`src/sv/gdbd_pkg.sv`:
```
// Package for the Gregorian date difference core.
// Holds the controller states, the command and status structs, and the calendar tables.
// No dependencies.
package gdbd_pkg;

    // Controller states.
    typedef enum logic [2:0] {
        ST_IDLE,
        ST_DIV_S,
        ST_NUM_S,
        ST_DIV_E,
        ST_NUM_E,
        ST_DONE
    } gdbd_state_t;

    // Commands from the controller to the datapath.
    typedef struct packed {
        logic load;     // capture the input transaction
        logic div;      // form the quotients by 100 of the selected year
        logic num;      // form the day number of the selected date
        logic sel_end;  // 0 selects the start date, 1 the end date
        logic finish;   // form the result and load the output register
    } gdbd_cmd_t;

    // Status from the datapath to the controller.
    typedef struct packed {
        logic out_busy; // output register holds a result that is not taken this cycle
    } gdbd_status_t;

    localparam int unsigned NUM_W     = 23;
    localparam int unsigned COUNT_W   = 22;
    localparam logic [COUNT_W-1:0] COUNT_MAX = 22'd4194303;

    // floor(x / 100) = (x * RECIP100) >> RECIP_SHIFT for every 14-bit x.
    localparam logic [12:0] RECIP100    = 13'd5243;
    localparam int unsigned RECIP_SHIFT = 19;

    localparam logic [3:0] MONTH_JAN = 4'd1;
    localparam logic [3:0] MONTH_FEB = 4'd2;
    localparam logic [3:0] MONTH_DEC = 4'd12;

    // Length of a month in a common year; meaningless codes give zero.
    function automatic logic [4:0] month_len(input logic [3:0] m);
        logic [4:0] len;
        unique case (m)
            4'd1, 4'd3, 4'd5, 4'd7, 4'd8, 4'd10, 4'd12: len = 5'd31;
            4'd4, 4'd6, 4'd9, 4'd11:                    len = 5'd30;
            4'd2:                                       len = 5'd28;
            default:                                    len = 5'd0;
        endcase
        return len;
    endfunction

    // Days in the months before month m of a common year.
    function automatic logic [8:0] days_before(input logic [3:0] m);
        logic [8:0] days;
        unique case (m)
            4'd1:    days = 9'd0;
            4'd2:    days = 9'd31;
            4'd3:    days = 9'd59;
            4'd4:    days = 9'd90;
            4'd5:    days = 9'd120;
            4'd6:    days = 9'd151;
            4'd7:    days = 9'd181;
            4'd8:    days = 9'd212;
            4'd9:    days = 9'd243;
            4'd10:   days = 9'd273;
            4'd11:   days = 9'd304;
            4'd12:   days = 9'd334;
            default: days = 9'd0;
        endcase
        return days;
    endfunction

endpackage

```
`src/sv/gdbd_ctrl.sv`:
```
// Controller of the Gregorian date difference core.
// Sequences the datapath through both dates and the final difference.
// Depends on gdbd_pkg.
module gdbd_ctrl (
    input  logic                  clk,
    input  logic                  rst_n,
    input  logic                  s_tvalid,
    output logic                  s_tready,
    input  gdbd_pkg::gdbd_status_t status,
    output gdbd_pkg::gdbd_cmd_t    cmd
);
    import gdbd_pkg::*;

    gdbd_state_t state_reg;
    gdbd_state_t state_next;

    // State register.
    always_ff @(posedge clk or negedge rst_n)
    begin
        if (!rst_n)
        begin
            state_reg <= ST_IDLE;
        end
        else
        begin
            state_reg <= state_next;
        end
    end

    // Next state and commands.
    always_comb
    begin
        state_next  = state_reg;
        cmd         = '0;
        s_tready    = 1'b0;
        unique case (state_reg)
            ST_IDLE:
            begin
                s_tready = 1'b1;
                if (s_tvalid)
                begin
                    cmd.load   = 1'b1;
                    state_next = ST_DIV_S;
                end
            end
            ST_DIV_S:
            begin
                cmd.div    = 1'b1;
                state_next = ST_NUM_S;
            end
            ST_NUM_S:
            begin
                cmd.num    = 1'b1;
                state_next = ST_DIV_E;
            end
            ST_DIV_E:
            begin
                cmd.div     = 1'b1;
                cmd.sel_end = 1'b1;
                state_next  = ST_NUM_E;
            end
            ST_NUM_E:
            begin
                cmd.num     = 1'b1;
                cmd.sel_end = 1'b1;
                state_next  = ST_DONE;
            end
            ST_DONE:
            begin
                if (!status.out_busy)
                begin
                    cmd.finish = 1'b1;
                    state_next = ST_IDLE;
                end
            end
            default:
            begin
                state_next = ST_IDLE;
            end
        endcase
    end

`ifndef SYNTHESIS
    // An accepted transaction always starts the start-date division.
    a_load_starts: assert property (@(posedge clk) disable iff (!rst_n)
        (state_reg == ST_IDLE && s_tvalid) |=> (state_reg == ST_DIV_S))
        else $error("accepted transaction did not start the sequence");

    // Each day number follows the division of the same date.
    a_num_after_div: assert property (@(posedge clk) disable iff (!rst_n)
        cmd.num |-> ($past(cmd.div) && $past(cmd.sel_end) == cmd.sel_end))
        else $error("day number formed without its division");

    // The result is only formed once both dates are done.
    a_finish_order: assert property (@(posedge clk) disable iff (!rst_n)
        (cmd.finish && $past(state_reg) == ST_NUM_E) |-> $past(cmd.num))
        else $error("finish issued out of order");
`endif

endmodule

```
`src/sv/gdbd_dp.sv`:
```
// Datapath of the Gregorian date difference core.
// Holds the input dates, the day-number arithmetic and the output register.
// Depends on gdbd_pkg.
module gdbd_dp (
    input  logic                   clk,
    input  logic                   rst_n,
    input  gdbd_pkg::gdbd_cmd_t    cmd,
    output gdbd_pkg::gdbd_status_t status,
    input  logic [4:0]             start_day,
    input  logic [3:0]             start_month,
    input  logic [13:0]            start_year,
    input  logic [4:0]             end_day,
    input  logic [3:0]             end_month,
    input  logic [13:0]            end_year,
    input  logic                   include_end,
    output logic                   out_valid,
    input  logic                   out_ready,
    output logic [21:0]            day_count,
    output logic                   bad_date
);
    import gdbd_pkg::*;

    // Captured transaction.
    logic [4:0]  sd_reg, ed_reg;
    logic [3:0]  sm_reg, em_reg;
    logic [13:0] sy_reg, ey_reg;
    logic        inc_reg;

    // Working registers.
    logic [7:0]         q_reg;      // year / 100
    logic [7:0]         qp_reg;     // (year - 1) / 100
    logic [NUM_W-1:0]   num_a_reg;
    logic [NUM_W-1:0]   num_b_reg;
    logic               bad_reg;

    // Output register.
    logic               out_valid_reg;
    logic [COUNT_W-1:0] count_reg;
    logic               bad_out_reg;

    // Selected date.
    logic [4:0]  d_cur;
    logic [3:0]  m_cur;
    logic [13:0] y_cur;
    logic [13:0] p_cur;

    assign d_cur = cmd.sel_end ? ed_reg : sd_reg;
    assign m_cur = cmd.sel_end ? em_reg : sm_reg;
    assign y_cur = cmd.sel_end ? ey_reg : sy_reg;
    assign p_cur = y_cur - 14'd1;

    // Division by 100 through the reciprocal.
    logic [26:0] qy_prod;
    logic [26:0] qp_prod;

    assign qy_prod = 27'(y_cur) * 27'(RECIP100);
    assign qp_prod = 27'(p_cur) * 27'(RECIP100);

    // Leap year test and day number of the selected date.
    logic             div100;
    logic             leap;
    logic [4:0]       len_cur;
    logic             valid_cur;
    logic [NUM_W-1:0] leaps_cnt;
    logic [NUM_W-1:0] year_days;
    logic [NUM_W-1:0] num_cur;

    always_comb
    begin
        div100    = ((14'(q_reg) * 14'd100) == y_cur);
        leap      = ((y_cur[1:0] == 2'd0) && !div100) || (div100 && (q_reg[1:0] == 2'd0));
        len_cur   = (m_cur == MONTH_FEB) ? (leap ? 5'd29 : 5'd28) : month_len(m_cur);
        valid_cur = (m_cur >= MONTH_JAN) && (m_cur <= MONTH_DEC)
                    && (d_cur != 5'd0) && (d_cur <= len_cur);
        if (y_cur == 14'd0)
        begin
            leaps_cnt = '0;
        end
        else
        begin
            leaps_cnt = NUM_W'(p_cur[13:2]) - NUM_W'(qp_reg) + NUM_W'(qp_reg[7:2])
                        + NUM_W'(1);
        end
        year_days = NUM_W'(y_cur) * NUM_W'(365);
        num_cur   = year_days + leaps_cnt + NUM_W'(days_before(m_cur))
                    + NUM_W'((m_cur > MONTH_FEB) && leap) + NUM_W'(d_cur);
    end

    // Difference, include-end and saturation.
    logic [NUM_W-1:0]   diff;
    logic [NUM_W:0]     sum;
    logic [COUNT_W-1:0] count_fin;

    always_comb
    begin
        diff = (num_a_reg < num_b_reg) ? (num_b_reg - num_a_reg) : '0;
        sum  = (NUM_W+1)'(diff) + (NUM_W+1)'(inc_reg);
        if (bad_reg)
        begin
            count_fin = '0;
        end
        else if (sum > (NUM_W+1)'(COUNT_MAX))
        begin
            count_fin = COUNT_MAX;
        end
        else
        begin
            count_fin = sum[COUNT_W-1:0];
        end
    end

    // Payload registers.
    always_ff @(posedge clk)
    begin
        if (cmd.load)
        begin
            sd_reg  <= start_day;
            sm_reg  <= start_month;
            sy_reg  <= start_year;
            ed_reg  <= end_day;
            em_reg  <= end_month;
            ey_reg  <= end_year;
            inc_reg <= include_end;
            bad_reg <= 1'b0;
        end
        if (cmd.div)
        begin
            q_reg  <= qy_prod[RECIP_SHIFT +: 8];
            qp_reg <= qp_prod[RECIP_SHIFT +: 8];
        end
        if (cmd.num)
        begin
            if (cmd.sel_end)
            begin
                num_b_reg <= num_cur;
            end
            else
            begin
                num_a_reg <= num_cur;
            end
            if (!valid_cur)
            begin
                bad_reg <= 1'b1;
            end
        end
        if (cmd.finish)
        begin
            count_reg   <= count_fin;
            bad_out_reg <= bad_reg;
        end
    end

    // Output valid flag.
    always_ff @(posedge clk or negedge rst_n)
    begin
        if (!rst_n)
        begin
            out_valid_reg <= 1'b0;
        end
        else if (cmd.finish)
        begin
            out_valid_reg <= 1'b1;
        end
        else if (out_ready)
        begin
            out_valid_reg <= 1'b0;
        end
    end

    assign status.out_busy = out_valid_reg && !out_ready;
    assign out_valid       = out_valid_reg;
    assign day_count       = count_reg;
    assign bad_date        = bad_out_reg;

`ifndef SYNTHESIS
    // A flagged date always carries a zero count.
    a_bad_zero: assert property (@(posedge clk) disable iff (!rst_n)
        (out_valid && bad_date) |-> (day_count == '0))
        else $error("bad date with nonzero count");

    // A result is never formed over one that is still waiting.
    a_no_overwrite: assert property (@(posedge clk) disable iff (!rst_n)
        cmd.finish |-> !status.out_busy)
        else $error("output register overwritten");

    // Forming a result always presents it in the next cycle.
    a_finish_valid: assert property (@(posedge clk) disable iff (!rst_n)
        cmd.finish |=> out_valid)
        else $error("result not presented after finish");
`endif

endmodule

```
`src/sv/gregorian_days_between_dates_core.sv`:
```
// Top level of the Gregorian date difference core.
// Joins the controller gdbd_ctrl and the datapath gdbd_dp.
// Depends on gdbd_pkg, gdbd_ctrl and gdbd_dp.
//
//   Channel   Direction  Contents
//   s_*       in         two dates and the include-end flag
//   m_*       out        day count and the bad-date flag
//
// A transaction passes from acceptance to the result register in steps: one to
// capture, two per date (quotient by 100, then day number), one to subtract.
// The next transaction is taken in the cycle after the result is formed, so a
// new one cannot enter before the previous one has gone through every step.
// A stalled output holds the sequence at its final step until the result is taken.
// Reset clears the controller and the output valid flag.
module gregorian_days_between_dates_core (
    input  logic        clk,
    input  logic        rst_n,
    input  logic        s_tvalid,
    output logic        s_tready,
    // start_day, start_month, start_year, end_day, end_month, end_year, zero fill
    input  logic [47:0] s_tdata,
    // include_end
    input  logic [0:0]  s_tuser,
    output logic        m_tvalid,
    input  logic        m_tready,
    // day_count, zero fill
    output logic [23:0] m_tdata,
    // bad_date
    output logic [0:0]  m_tuser
);
    import gdbd_pkg::*;

    gdbd_cmd_t    cmd;
    gdbd_status_t status;
    logic [21:0]  day_count;
    logic         bad_date;

    gdbd_ctrl u_ctrl (
        .clk      (clk),
        .rst_n    (rst_n),
        .s_tvalid (s_tvalid),
        .s_tready (s_tready),
        .status   (status),
        .cmd      (cmd)
    );

    gdbd_dp u_dp (
        .clk         (clk),
        .rst_n       (rst_n),
        .cmd         (cmd),
        .status      (status),
        .start_day   (s_tdata[4:0]),
        .start_month (s_tdata[8:5]),
        .start_year  (s_tdata[22:9]),
        .end_day     (s_tdata[27:23]),
        .end_month   (s_tdata[31:28]),
        .end_year    (s_tdata[45:32]),
        .include_end (s_tuser[0]),
        .out_valid   (m_tvalid),
        .out_ready   (m_tready),
        .day_count   (day_count),
        .bad_date    (bad_date)
    );

    // Result packing.
    assign m_tdata = {2'b00, day_count};
    assign m_tuser = bad_date;

endmodule

```
`config.mk`:
```
export PLATFORM = sky130hd
export DESIGN_NAME = gregorian_days_between_dates_core
export DESIGN_NICKNAME = d
export VERILOG_FILES = /design/src/sv/gdbd_pkg.sv /design/src/sv/gdbd_ctrl.sv /design/src/sv/gdbd_dp.sv /design/src/sv/gregorian_days_between_dates_core.sv
export SDC_FILE = /design/constraint.sdc
export NUM_CORES = 1
export LEC_CHECK = 0
export BUFFER_PORTS_ARGS = -buffer_cell sky130_fd_sc_hd__buf_2
export CORE_MARGIN = 5
export CORE_UTILIZATION = 45
export DETAILED_ROUTE_END_ITERATION = 10
export PLACE_DENSITY = 0.63
export SETUP_SLACK_MARGIN = 0.2
export SLEW_MARGIN = 20
export SYNTH_ARGS = -nofsm -noshare
export SYNTH_HDL_FRONTEND = slang
export SYNTH_SLANG_ARGS = --single-unit
```
`constraint.sdc`:
```
create_clock -name clk -period 9.57 [get_ports clk]
set_clock_uncertainty 0.2 [all_clocks]
set_input_delay 0.957 -clock clk [delete_from_list [all_inputs] [get_ports clk]]
set_output_delay 0.957 -clock clk [all_outputs]
set_load 0.01 [all_outputs]
```
Yosys cells after proc, flatten, opt, wreduce, memory -nomap -nowiden
Memory sizes are Yosys's and may differ from the RTL's.
Index checks and enable logic that the tools add are counted.
{"block": "word_totals", "register_bits": 137, "romBits": 224, "n_memories": 2}
{"block": "classes", "addsub": 10, "multipliers": 4, "magnitude_cmp": 6, "n_eq_ne": 9, "mux": 24, "n_bitwise": 1, "n_reduce_logical": 22}
{"memory": "(name not given)", "words": 16, "word_bits": 9, "read_ports": 1, "rd_clocked_by_memory_dff": 0, "write_ports": 0, "line": "gdbd_pkg.sv:57", "text": "unique case (m)"}
{"memory": "(name not given)", "words": 16, "word_bits": 5, "read_ports": 1, "rd_clocked_by_memory_dff": 0, "write_ports": 0, "line": "gdbd_pkg.sv:45", "text": "unique case (m)"}
{"op": "multiplier 14 x 13 -> 27 bit (second input constant)", "count": 2}
{"op": "2-to-1 mux 23 bit", "count": 2}
{"op": "adder 23 x 1 -> 24 bit", "count": 1}
{"op": "> comparator 24 x 22 -> 1 bit (second input constant)", "count": 1}
{"op": "adder 23 x 1 -> 23 bit", "count": 1}
{"op": "adder 23 x 1 -> 23 bit (second input constant)", "count": 1}
{"op": "adder 23 bit", "count": 1}
{"op": "adder 23 x 5 -> 23 bit", "count": 1}
{"op": "adder 23 x 6 -> 23 bit", "count": 1}
{"op": "adder 23 x 9 -> 23 bit", "count": 1}
{"op": "< comparator 23 bit", "count": 1}
{"op": "multiplier 14 x 9 -> 23 bit (second input constant)", "count": 1}
{"op": "subtractor 23 bit", "count": 1}
{"op": "2-to-1 mux 22 bit", "count": 1}
{"op": "one-hot mux 3 bit (6 select lines)", "count": 1}
{"op": "equality test 14 bit", "count": 1}
{"op": "logical NOT 14 bit", "count": 1}
{"op": "2-to-1 mux 1 bit", "count": 14}
{"op": "2-to-1 mux 14 bit", "count": 1}
{"op": "subtractor 14 x 1 -> 14 bit (second input constant)", "count": 1}
{"op": "subtractor 12 x 8 -> 13 bit", "count": 1}
{"op": "multiplier 8 x 5 -> 12 bit (second input constant)", "count": 1}
{"op": "2-to-1 mux 5 bit", "count": 2}
{"op": "logical AND 1 bit", "count": 7}
{"op": "other kinds (20)", "count": 30}

Longest topological paths before layout
Gate-level depths: netlist of the first run.
{"block": "logic_depth", "depth_word": 14, "mapped_depth": 42, "mapped_depth_nobuf": 38}

Cells and area by module
From an unflattened synthesis of the first run, not the netlist that was laid out.
{"block": "hier_totals", "hier_cells": 1859, "area_unflattened_um2": 18984.5}
{"module": "gdbd_dp", "instances": 1, "cells_per_inst": 1834, "area_per_inst_um2": 18756.7, "seq_area_each_um2": 4008.8}
{"module": "gdbd_ctrl", "instances": 1, "cells_per_inst": 22, "area_per_inst_um2": 209.0, "seq_area_each_um2": 75.1}
{"module": "gregorian_days_between_dates_core", "instances": 1, "cells_per_inst": 3, "area_per_inst_um2": 18.8, "seq_area_each_um2": 0.0}

Least setup slack after synthesis of the first run
No wires, ideal clock.
{"block": "synth_path", "path_type": "register to register", "start": "reg u_ctrl.state_reg[2]", "end": "reg u_dp.num_a_reg[22], data pin", "setup_ns": 0.264, "t_arrival_ns": 8.577, "setup_slack_ns": 0.529, "path_stages_with_launch": 39, "synth_period_minus_slack_ns": 9.041, "cell_sequence": "dfrtp_1 > or3b_4 > clkinv_1 > a32oi_1 > and2_1 > buf_4 > ha_1 > o21ai_0 > xnor2_1 > ha_1 > nor2b_1 > o31ai_1 > a21boi_0 > ha_1 > a21oi_1 > o21ai_0 > a21oi_1 > nand2b_1 > (+3 left out) > ha_1 > fa_1 > inv_1 > fa_1 > fa_1 > inv_1 > ha_1 > nand2_1 > a211oi_1 > o211ai_1 > a2111oi_0 > o21ai_0 > nor2b_1 > nor2_1 > o21ai_0 > nand2b_1 > a21oi_1 > xnor2_1"}
{"block": "synth_via", "elab_chain_len": 13, "word_cells_on_any_way": 27}
{"item": "start: declaration", "line": "gdbd_ctrl.sv:14", "text": "gdbd_state_t state_reg;"}
{"item": "start signal: assignment", "line": "gdbd_ctrl.sv:26", "text": "state_reg <= state_next;"}
{"item": "equality test 3 x 2 -> 1 bit or equality test 3 bit (tied branches)", "line": "gdbd_ctrl.sv:36", "text": "unique case (state_reg)"}
{"item": "OR reduction 2 bit (no source line) *"}
{"item": "2-to-1 mux 1 bit *", "line": "gdbd_ctrl.sv:36"}
{"item": "2-to-1 mux 14 bit", "line": "gdbd_dp.sv:49", "text": "assign y_cur = cmd.sel_end ? ey_reg : sy_reg;"}
{"item": "subtractor 14 x 1 -> 14 bit", "line": "gdbd_dp.sv:50", "text": "assign p_cur = y_cur - 14'd1;"}
{"item": "subtractor 12 x 8 -> 13 bit", "line": "gdbd_dp.sv:81", "text": "leaps_cnt = NUM_W'(p_cur[13:2]) - NUM_W'(qp_reg) + NUM_W'(qp_reg[7:2])"}
{"item": "adder 23 x 6 -> 23 bit", "line": "gdbd_dp.sv:81"}
{"item": "adder 23 x 1 -> 23 bit", "line": "gdbd_dp.sv:82", "text": "+ NUM_W'(1);"}
{"item": "2-to-1 mux 23 bit", "line": "gdbd_dp.sv:75", "text": "if (y_cur == 14'd0)"}
{"item": "adder 23 bit", "line": "gdbd_dp.sv:85", "text": "num_cur = year_days + leaps_cnt + NUM_W'(days_before(m_cur))"}
{"item": "adder 23 x 9 -> 23 bit", "line": "gdbd_dp.sv:85"}
{"item": "adder 23 x 1 -> 23 bit", "line": "gdbd_dp.sv:86", "text": "+ NUM_W'((m_cur > MONTH_FEB) && leap) + NUM_W'(d_cur);"}
{"item": "adder 23 x 5 -> 23 bit *", "line": "gdbd_dp.sv:86"}
{"item": "net u_dp.num_cur[22]", "line": "gdbd_dp.sv:66", "text": "logic [NUM_W-1:0] num_cur;"}
{"item": "end signal: assignment", "line": "gdbd_dp.sv:139", "text": "num_a_reg <= num_cur;"}
{"item": "end: declaration", "line": "gdbd_dp.sv:32", "text": "logic [NUM_W-1:0] num_a_reg;"}
The timed path passes the listed nets; every way through them passes the cells marked *.
A chain may end at the register's enable or synchronous reset.

Final worst setup path of the first run
{"block": "layout_path", "start": "reg u_ctrl.state_reg[2]", "end": "reg u_dp.num_b_reg[22], data pin"}
{"block": "layout_via", "elab_chain_len": 13, "word_cells_on_any_way": 27}
{"item": "equality test 3 x 2 -> 1 bit or equality test 3 bit (tied branches)", "line": "gdbd_ctrl.sv:36"}
{"item": "OR reduction 2 bit (no source line) *"}
{"item": "2-to-1 mux 1 bit *", "line": "gdbd_ctrl.sv:36"}
{"item": "2-to-1 mux 14 bit", "line": "gdbd_dp.sv:49"}
{"item": "subtractor 14 x 1 -> 14 bit", "line": "gdbd_dp.sv:50"}
{"item": "subtractor 12 x 8 -> 13 bit", "line": "gdbd_dp.sv:81"}
{"item": "adder 23 x 6 -> 23 bit", "line": "gdbd_dp.sv:81"}
{"item": "adder 23 x 1 -> 23 bit", "line": "gdbd_dp.sv:82"}
{"item": "2-to-1 mux 23 bit", "line": "gdbd_dp.sv:75"}
{"item": "adder 23 bit", "line": "gdbd_dp.sv:85"}
{"item": "adder 23 x 9 -> 23 bit", "line": "gdbd_dp.sv:85"}
{"item": "adder 23 x 1 -> 23 bit", "line": "gdbd_dp.sv:86"}
{"item": "adder 23 x 5 -> 23 bit *", "line": "gdbd_dp.sv:86"}
{"item": "net u_dp.num_cur[22]", "line": "gdbd_dp.sv:66"}
{"item": "end signal: assignment", "line": "gdbd_dp.sv:135", "text": "num_b_reg <= num_cur;"}
{"item": "end: declaration", "line": "gdbd_dp.sv:33", "text": "logic [NUM_W-1:0] num_b_reg;"}
Marks and branches as above.

==> results.cfg, run 1 <==
[synth]
ys_seq_area_share_pct = 21.22
avgSynthCellArea_um2 = 10.03
async_reset_ff_share_pct = 2.920
synth-edff-count = 132
yosysTopAreaCellShare_pct = 22.56
ys_ff_latch = 137
yosysWarnings = 0
yosysMostFrequentCell = inv_1
yosysTopAreaCell = ha_1
ys.flop_type = edfxtp_1
synth_area_leaders = ha_1 (23%), fa_1 (21%), edfxtp_1 (21%)
synthTopCellsByCount = inv_1 (449), ha_1 (347), fa_1 (201)
synth.distinct_cells = 95
syn_inst = 1918
netlist_area_um2 = 19240

[grt]
grt_pass1_vias = 13979
track_usage_pct = 18.48
grt_pass1_wl_um = 69710
grt_overflow = 0
grt_max_degree = 49
antenna_found_initial = 0

[routing]
post-route-drc-count = 0
avgRoutedWirePerCell_um = 16.41
vias = 13416
drt-initial-drc-count = 578
drtPass1Iterations = 6
via_per_inst = 5.206
routed_wl_um = 42280
ant_nets = 0

[min_path]
min_path_type = in -> async

[floorplan]
core_area_um2 = 42130
dieWidth_um = 216.8
dieArea_um2 = 47000
dieHeight_um = 216.8
pin_count = 80
num_rows = 75
start_util_pct = 45.67

[worst_setup_path]
crit_type = reg -> reg
rrSetupSlack_ns = 0.71
cp.arrival_ns = 8.85
crit_path_end_kind = flip-flop
r2r_cells = 39
cp.required_ns = 9.55
r2r_end = u_dp.num_b_reg[22]
critical-path-slowest-cell = fa_1
crit-reg2reg-launch = u_ctrl.state_reg[2]
startpoint_type = flip-flop
crit_fanout = 10
critPathMaxStageDelay_ns = 0.56
cpMostUsedCell = o21ai_0

[clocking]
cts_buffer_depth = 2
numCtsBuffers = 17
clock-root-buffer = clkbuf_16
clock_sinks = 137
tritoncts = built
clock_latency_ns = 0.45
ctsHoldBuffers = 0
cts_htree_levels = 4
path_clk_slew_ns = 0.06

[placement]
gp_congestion = 0.9260
portBuffers = 75
hpwl_um = 36070

[timing]
rsz0062_at_grt = false
finalSetupViolations = 0
setup_tns_ns = 0
relSlewSlack_pct = 40.90
finalHoldViolCount = 0
fin_crit_ns = 8.865
max_freq_ghz = 0.1128
tightest_slew_ns = 0.8618
drv_slew = 0
finalCritPeriodShare_pct = 92.63

[finish]
regArea_um2 = 4086
multi_input_area_um2 = 13390
nNetsFinal = 2626
post-route-util_pct = 50.15
antenna_cells = 0
syn_to_final_growth_pct = 9.804
drive_gt1_share_pct = 10.50
fillers = 3883

[flow_run]
max-cap-violations = 0

[run_status]
status = finished, final reports clean
==> worst max-delay path, delay by kind of cell, from the launching register on <==
family / cells / cell delay [ns]
AND/OR/NAND/NOR: 9 / 1.22
buffers and inverters: 5 / 0.71
adder cells (fa/ha/maj): 8 / 3.04
XOR/XNOR: 4 / 0.79
AO/OA/AOI/OAI: 13 / 2.16
flip-flops: 1 / 0.47
==> final cells by class <==
class,instances,share of cell area (%)
clock inverters,12,0.7046
clock buffers,20,2.066
repair buffers,118,3.304
flip-flops and latches,137,19.34
multi-input cells,1300,63.36
well taps,539,3.191
inverters,451,8.035
==> through the flow <==
stage	setup slack [ns]	std cells	hold slack [ns]	area (um2)
after floorplan	0.5288	1919	0.2889	19250
after global placement	0.2883	2543	0.4946	20420
after detailed placement	0.1885	2543	0.5177	20420
after CTS	0.2263	2575	0.08440	21010
after global routing	0.1955	2577	0.09169	21130
final	0.7051	2577	0.1087	21130
==> layer usage <==
metal,GRT usage (%),vias to the layer above,share of wire [%],routed length (um)
met5,0,-,0,0
met4,5.978,0,2.7,1124
met3,2.613,70,3.6,1536
met2,33.63,234,51,21660
met1,22.65,6532,42,17960
li1,-,6580,-,-
==> logic make-up (layout without fill, tap and decap cells) <==
family                   count (synthesis)  after routing  share of synthesized area, %
adder cells (fa/ha/maj)                548            548                         43.47
XOR/XNOR                               116            116                         5.546
other                                    1              2                       0.01949
multiplexers                            17             17                        0.9232
flip-flops                             137            137                         21.22
buffers and inverters                  482            601                         9.798
AND/OR/NAND/NOR                        335            335                         9.122
AO/OA/AOI/OAI                          282            282                         9.902
==> layout by cell type (no fill, tap or decap), types with 5 or more instances in the layout <==
| cell type | count |
|---|---|
| nand2b_1 | 18 |
| nor2_2 | 5 |
| inv_1 | 449 |
| a31oi_1 | 16 |
| o2111ai_1 | 6 |
| or3_1 | 6 |
| xnor2_1 | 75 |
| and3_1 | 10 |
| ha_1 | 346 |
| fa_1 | 201 |
| nor2_1 | 77 |
| nor3_1 | 19 |
| o311a_1 | 7 |
| or2_2 | 8 |
| nand4b_1 | 7 |
| o21bai_1 | 8 |
| clkbuf_16 | 17 |
| mux2i_1 | 14 |
| o211ai_1 | 10 |
| nor3b_1 | 11 |
| o31ai_1 | 11 |
| a21oi_1 | 79 |
| nor2b_1 | 15 |
| buf_4 | 43 |
| xor2_1 | 30 |
| and2_1 | 8 |
| nand2_1 | 81 |
| o21a_1 | 17 |
| nand3_1 | 20 |
| or4_1 | 7 |
| nand4_1 | 12 |
| a21o_1 | 24 |
| o21ai_0 | 42 |
| edfxtp_1 | 132 |
| clkinv_2 | 5 |
| buf_2 | 75 |
| xnor2_2 | 9 |
==> repair_timing <==
item                                    4_1_cts  5_1_grt
buffers inserted                              0        2
resized for setup                             1       24
endpoints found under the setup margin        2       14
pin swaps                                     0        3
==> worst max path at each step <==
stage	slack, ns	from	to	depth (start not counted)
2_1_floorplan	0.53	u_ctrl.state_reg[2]	u_dp.num_a_reg[22]	38
3_3_place_gp	0.29	u_ctrl.state_reg[2]	u_dp.num_a_reg[22]	36
3_5_place_dp	0.19	u_ctrl.state_reg[2]	u_dp.num_a_reg[22]	36
4_1_cts	0.23	u_ctrl.state_reg[2]	u_dp.num_b_reg[22]	36
5_1_grt	0.20	u_ctrl.state_reg[2]	u_dp.num_b_reg[22]	39
6_report	0.71	u_ctrl.state_reg[2]	u_dp.num_b_reg[22]	39
Power of run 1 is not shown: default switching activity piles up to over one toggle a cycle in this logic, so the estimate is an artifact.
==> run 2: changes to the inputs <==
--- a/config.mk
+++ b/config.mk
@@ -7,9 +7,9 @@
 export LEC_CHECK = 0
 export BUFFER_PORTS_ARGS = -buffer_cell sky130_fd_sc_hd__buf_2
 export CORE_MARGIN = 5
-export CORE_UTILIZATION = 45
+export CORE_UTILIZATION = 30
 export DETAILED_ROUTE_END_ITERATION = 10
-export PLACE_DENSITY = 0.63
+export PLACE_DENSITY = 0.45
 export SETUP_SLACK_MARGIN = 0.2
 export SLEW_MARGIN = 20
 export SYNTH_ARGS = -nofsm -noshare
==> constraint.sdc (replaced) <==
create_clock -name clk -period 9.57 [get_ports clk]
set_clock_uncertainty 0.2 [all_clocks]
set_input_delay 0 -clock clk [delete_from_list [all_inputs] [get_ports clk]]
set_output_delay 0 -clock clk [all_outputs]
set_load 0.01 [all_outputs]
==> results.cfg, run 2 (synthesis gave the netlist of run 1 again) <==
[finish]
syn_to_final_growth_pct = 14.58
final_common_cell = inv_1
nNetsFinal = 2681
final_cell_mix = inv_1 (449), ha_1 (346), fa_1 (201)
fillers = 6531
antenna_cells = 0
drive_gt1_share_pct = 10.23

[worst_setup_path]
crit_type = reg -> reg
startpoint_type = flip-flop
cp.required_ns = 9.57
crit_path_end_kind = flip-flop
critPathMaxStageDelay_ns = 0.53
cp-startpoint = u_ctrl.state_reg[0]
crit-reg2reg-launch = u_ctrl.state_reg[0]
critical-path-slowest-cell = fa_1
cp.arrival_ns = 8.79
cpMostUsedCell = o21ai_0
crit_fanout = 26

[placement]
hpwl_um = 39960
gp_congestion = 0.8979
portBuffers = 75

[grt]
grt_pass1_vias = 14036
antenna_found_initial = 0
track_usage_pct = 13.68
grt_overflow = 0
grt_max_degree = 49
grt_pass1_wl_um = 75210

[floorplan]
num_rows = 92
pin_count = 80
dieArea_um2 = 69310
core_area_um2 = 63310
start_util_pct = 30.40
dieHeight_um = 263.3
dieWidth_um = 263.3

[timing]
tightest_slew_ns = 0.9520
finalHoldViolCount = 0
rsz0062_at_grt = false
finalSetupViolations = 0
setup_tns_ns = 0
relSlewSlack_pct = 36.08
fin_crit_ns = 8.792
drv_slew = 0
finalCritPeriodShare_pct = 91.87
max_freq_ghz = 0.1137

[routing]
ant_nets = 0
vias = 13330
drt-initial-drc-count = 467
routed_wl_um = 46610
post-route-drc-count = 0
via_per_inst = 4.537
drtPass1Iterations = 5
avgRoutedWirePerCell_um = 15.86

[min_path]
min_path_type = in -> reg
worstHoldStart = s_tdata[22]

[clocking]
clock_sinks = 137
clock_latency_ns = 0.47
tritoncts = built
clock-root-buffer = clkbuf_16
cts_buffer_depth = 2
path_clk_slew_ns = 0.06
cts_setup_buffers = 0
cts_htree_levels = 4
numCtsBuffers = 17

[flow_run]
max-cap-violations = 0

[run_status]
status = finished, final reports clean
-- run 2: changes by cell type in the layout (fill, tap and decap cells not counted), moves of 2 or more --
| cell | before | now |
|---|---|---|
| clkbuf_1 | 3 | 0 |
| clkinv_2 | 5 | 2 |
| clkinvlp_4 | 1 | 3 |
| dlygate4sd3_1 | 0 | 55 |
| inv_6 | 2 | 4 |
-- run 2: worst max-delay path: cells and delay by family, from the launching register on --
kind            cells  cell delay, ns
simple gates        9            1.67
flops               1            0.45
xor+xnor            2            0.40
buf+inv             2            0.40
compound gates     12            2.31
fa+ha+maj           8            3.08
-- run 2: metal layers --
metal | up-vias | track usage (%) | wire length [um]
met5 | - | 0 | 0
met4 | 0 | 3.880 | 998
met3 | 41 | 2.325 | 1285
met2 | 151 | 24.38 | 23630
met1 | 6449 | 17.10 | 20700
li1 | 6689 | - | -
-- run 2: final cells by class --
type	count	area, um2	area share (%)
repair buffers	173	1261	5.720
inverters	451	1698	7.700
clock inverters	14	148.9	0.6753
multi-input cells	1300	13370	60.65
clock buffers	17	425.4	1.929
well taps	846	1059	4.801
flip-flops and latches	137	4085	18.53
-- run 2: repair_timing --
action	in CTS	in global routing
hold endpoints to repair	54	0
gates resized for setup	0	22
hold buffers	55	0
setup endpoints to repair	0	14
-- run 2: path summary, 6_finish.rpt --
path,end,slack (ns),depth (start not counted)
max reg2reg,u_dp.num_a_reg[22],0.78,33
min reg2reg,u_ctrl.state_reg[0],0.52,2
max,u_dp.num_a_reg[22],0.78,33
max in group asynchronous,u_ctrl.state_reg[2],8.71,3
min,u_dp.sy_reg[13],0.03,2
min in group asynchronous,u_ctrl.state_reg[0],0.25,3
-- run 2: per-stage QoR --
stage                     hold WS (ns)  cell area (um2)  setup slack, ns  util, %  std cells
after floorplan                -0.4956            19250           0.5288        -       1919
after CTS                     0.001568            21960           0.2011    34.69       2938
after detailed placement       -0.3847            20840           0.2993    32.91       2852
final                          0.03261            22050           0.7780    34.83       2938
after global routing          0.006388            22050           0.1956    34.83       2938
after global placement         -0.3846            20840           0.3416    32.91       2852
Power of run 2 is left out for the same reason.
